--- src/lome_ram.sv ---
// ----------------------------------------------------------------------------
// lome_ram
// Generic single-port-write, single-port-read RAM with registered read.
// ----------------------------------------------------------------------------
module lome_ram #(
  parameter int Width = 8,
  parameter int Depth = 16
) (
  input  logic                     clk_i,
  input  logic                     we_i,
  input  logic [$clog2(Depth)-1:0] waddr_i,
  input  logic [Width-1:0]         wdata_i,
  input  logic [$clog2(Depth)-1:0] raddr_i,
  output logic [Width-1:0]         rdata_o
);

  logic [Width-1:0] mem_q [Depth];

  // Write port and registered read port.
  always_ff @(posedge clk_i) begin
    if (we_i) begin
      mem_q[waddr_i] <= wdata_i;
    end
    rdata_o <= mem_q[raddr_i];
  end

endmodule

--- config.mk ---
export PLATFORM = sky130hd
export DESIGN_NAME = lome_ram
export DESIGN_NICKNAME = d
export VERILOG_FILES = /design/src/lome_ram.sv
export SDC_FILE = /design/constraint.sdc
export NUM_CORES = 1
export LEC_CHECK = 0
export ABC_AREA = 1
export BUFFER_PORTS_ARGS = -buffer_cell sky130_fd_sc_hd__buf_2
export CORE_UTILIZATION = 65
export DETAILED_ROUTE_END_ITERATION = 7
export GPL_TIMING_DRIVEN = 1
export PLACE_DENSITY = 0.85
export SYNTH_ARGS = -nofsm -noshare
export SYNTH_HDL_FRONTEND = slang
export SYNTH_SLANG_ARGS = --single-unit
export TNS_END_PERCENT = 30
--- constraint.sdc ---
create_clock -name clk_i -period 3.99 [get_ports clk_i]
set_clock_uncertainty 0.1 [all_clocks]
set_input_delay 0.798 -clock clk_i [delete_from_list [all_inputs] [get_ports clk_i]]
set_output_delay 0.798 -clock clk_i [all_outputs]
set_load 0.05 [all_outputs]
# Word level (Yosys, flattened, before mapping)
# Memories as Yosys holds them, arrays and structs flattened. A register that Yosys moved wholly into a read port is not among the register bits.
# Cells that the tools add are included.
# classes
muxes	2
# ops
cell	count
2-to-1 mux 1 bit	2
# totals
ff_bits	0
ram_bits	128
input_bits	18
out_inout_bits	8
elab_cells	3
n_memories	1
# memory_table
memory	words	width	read_ports	rd_clocked_by_memory_dff	write_ports	line_no	source
mem_q	16	8	1	1	1	17	logic [Width-1:0] mem_q [Depth];

# Logic depth before layout (Yosys ltp)
# depth
depth_word	2
ltp_mapped	8

# Least setup slack after synthesis
# Ideal clock, no wire load.
# synth_path
path_type	input port to flip-flop
startpoint	input waddr_i[2]
endpoint	memory mem_q[10][0], enable pin
arrival_ps	1379
setup_slack_ps	2141
stages	2
path_cell_list	nand3b_1 > nor2_1
# synth_rtl
element	line_no	source
start: declaration	11	input logic [$clog2(Depth)-1:0] waddr_i,
end: declaration	17	
# Straight into the memory's write port.

==> flow_metrics.env <==
export IMPL_ant_nets=0
export IMPL_p_sw_mw=0.750
export IMPL_cts_setup_buffers=0
export IMPL_wl_per_cell_um=18.8
export IMPL_firstDrtPassIters=6
export IMPL_finalNetCount=590
export IMPL_syn_nets=569
export IMPL_end_kind="flop"
export IMPL_die_area_um2=9250
export IMPL_synth_seq_cells=136
export IMPL_path_max_fanout=64
export IMPL_hpwl_um=7320
export IMPL_p_int_mw=2.79
export IMPL_holdCritPathClass="input pin to flop"
export IMPL_crit_path_top_delay_cell="inv_2"
export IMPL_synth_compound_area_share_pct=0
export IMPL_max_freq_mhz=473
export IMPL_grt_pass1_wl_um=19900
export IMPL_worstPathRequired_ps=4300
export IMPL_clockBufferDepth=2
export IMPL_vias_per_cell=5.86
export IMPL_syn_area_per_cell_um2=10.5
export IMPL_die_h_um=96.2
export IMPL_areaGrowthSynthToFinish_pct=12.9
export IMPL_fin_cells=690
export IMPL_pin_count=26
export IMPL_use_met2_pct=46.9
export IMPL_syn_area_um2=5770
export IMPL_p_per_area_nw_per_um2=543
export IMPL_switching_share_pct=21.2
export IMPL_cts_made_buffers=17
export IMPL_drc_errors=0
export IMPL_antenna_found_initial=0
export IMPL_worst_path_buf_inv=2
export IMPL_path_delay_family="buffers and inverters"
export IMPL_final_common_cell="nand2_1"
export IMPL_coreArea_um2=8380
export IMPL_cts_resized=0
export IMPL_drive_above_1_share_pct=9.74
export IMPL_synthSimpleGateAreaFrac_pct=21.0
export IMPL_diodes=0
export IMPL_maxSlewViolCount=0
export IMPL_fin_setup_tns_ps=0
export IMPL_clkTransAtPathRegs_ps=60
export IMPL_rows=33
export IMPL_cts_root_buf="clkbuf_8"
export IMPL_muxShareOfSynthArea_pct=0
export IMPL_synth_distinct_cells=12
export IMPL_slew_headroom_pct=24.8
export IMPL_wl_um=13000
export IMPL_finalPower_mw=3.54
export IMPL_grt_max_degree=65
export IMPL_yosys_warnings=0
export IMPL_hold_viol=0
export IMPL_cts_hold_buf=0
export IMPL_synthCells=551
export IMPL_grt_pass1_vias=3919
export IMPL_max_stage_delay_ps=790
export IMPL_globalplace_congestion=0.867
export IMPL_post_route_period_util_pct=53.0
export IMPL_synthAdderAreaFrac_pct=0
export IMPL_worst_path_most_repeated_cell="nand3_1"
export IMPL_use_met3_pct=8.85
export IMPL_p_seq_share_pct=45.5
export IMPL_initial_core_util_pct=68.8
export IMPL_setup_slack_ps=1880
export IMPL_cp_arrival_ps=2420
export IMPL_synth_top_family_by_area="simple AND/OR/NAND/NOR gates"
export IMPL_use_met1_pct=40.9
export IMPL_synthXorXnorAreaFrac_pct=0
export IMPL_power_frac_clock_pct=48.3
export IMPL_mostFrequentLayoutCells="nand2_1 (173), edfxtp_1 (128), inv_1 (100)"
export IMPL_comb_power_share_pct=6.2
export IMPL_post_place_cells=658
export IMPL_place_area_um2=5860
export IMPL_htreeDepth=4
export IMPL_drv_cap=0
export IMPL_fillers=482
export IMPL_path_class="input pin to flop"
export IMPL_status="finished clean"
export IMPL_die_w_um=96.2
export IMPL_worstPathCellList="buf_2 > inv_2 > nand2_1 > nand3_1 > nand3_1 > nand3_1 > nand2_1"
export IMPL_numPortBuffers=25
export IMPL_insertion_delay_ps=520
export IMPL_cts_tree="built"
export IMPL_worstSetupStartpointType="input pin"
export IMPL_place_ws_ps=1480
export IMPL_setup_viol=0
export IMPL_top_usage_layer="met2"
export IMPL_final_cell_area_um2=6510
export IMPL_max_slew_worst_pin_slew_ps=1130
export IMPL_drt_initial_drc_count=437
export IMPL_via_count=4040
export IMPL_min_period_ps=2110
export IMPL_yosysSeqAreaShare_pct=69.4
export IMPL_irDropWorstVdd_uv=551
export IMPL_cts_num_sinks=136
export IMPL_rsz0062_at_grt="false"
export IMPL_grt_usage_pct=31.0
export IMPL_overflow=0
export IMPL_p_leak_nw=2.83
## power by group through the flow
stage               clock [mW]  combinational, mW  sequential (mW)
floorplan                    0              0.113             1.67
global placement             0              0.206             1.64
detailed placement           0              0.211             1.64
CTS                       1.70              0.216             1.61
global route              1.77              0.237             1.61
finish                    1.71              0.220             1.61
## state kept, by name, indices dropped and copies added (netlist names)
register / count
rdata_o: 8
mem_q: 128
## worst register-to-register path, cell delays in order, from the launching register on
cell	delay, ps
edfxtp_1	360
inv_1	80
nand2_1	60
nand3_1	130
nand3_1	110
nand3_1	180
nand2_1	90
## layout make-up
| cell class | instances | area (um^2) | area share (%) |
|---|---|---|---|
| Clock inverter | 13 | 226 | 3.48 |
| Multi-Input combinational cell | 289 | 1210 | 18.6 |
| Timing Repair Buffer | 26 | 133 | 2.04 |
| Clock buffer | 19 | 422 | 6.47 |
| Inverter | 102 | 383 | 5.88 |
| Tap cell | 105 | 131 | 2.02 |
| Sequential cell | 136 | 4000 | 61.5 |
## per-stage QoR
stage / hold WS [ps] / utilization, %
finish: 535 / 77.7
global route: 542 / 77.7
CTS: 519 / 77.7
detailed placement: 566 / 70.0
global placement: 555 / 70.0
floorplan: 507 / -
## cells by family after synthesis
family,count (synthesis)
and+or+nand+nor,289
buffers and inverters,126
DFF,136
## worst paths after layout
kind | startpoint | to | slack, ps | depth (start not counted)
setup / recovery | raddr_i[0] | rdata_o[1] | 1880 | 7
hold / removal | raddr_i[3] | rdata_o[0] | 540 | 3
setup reg to reg | mem_q[10][4] | rdata_o[4] | 2760 | 6
hold reg to reg | mem_q[2][5] | rdata_o[5] | 590 | 6
## synthesized netlist by cell type
master / count / share of area, %
nor2_1: 17 / 1.1
inv_2: 2 / 0.13
buf_4: 4 / 0.52
buf_1: 1 / 0.065
dfxtp_1: 8 / 2.8
buf_6: 6 / 1.2
buf_2: 13 / 1.1
nand3b_1: 2 / 0.26
inv_1: 100 / 6.5
nand2_1: 173 / 11
edfxtp_1: 128 / 67
nand3_1: 97 / 8.4
## per-layer routing
metal / share of wire (%) / vias to the layer above
li1: - / 1815
met1: 37 / 1881
met2: 48 / 298
met3: 11 / 46
met4: 3.5 / 0
met5: 0 / -
Power figures use the tool's default switching activity.
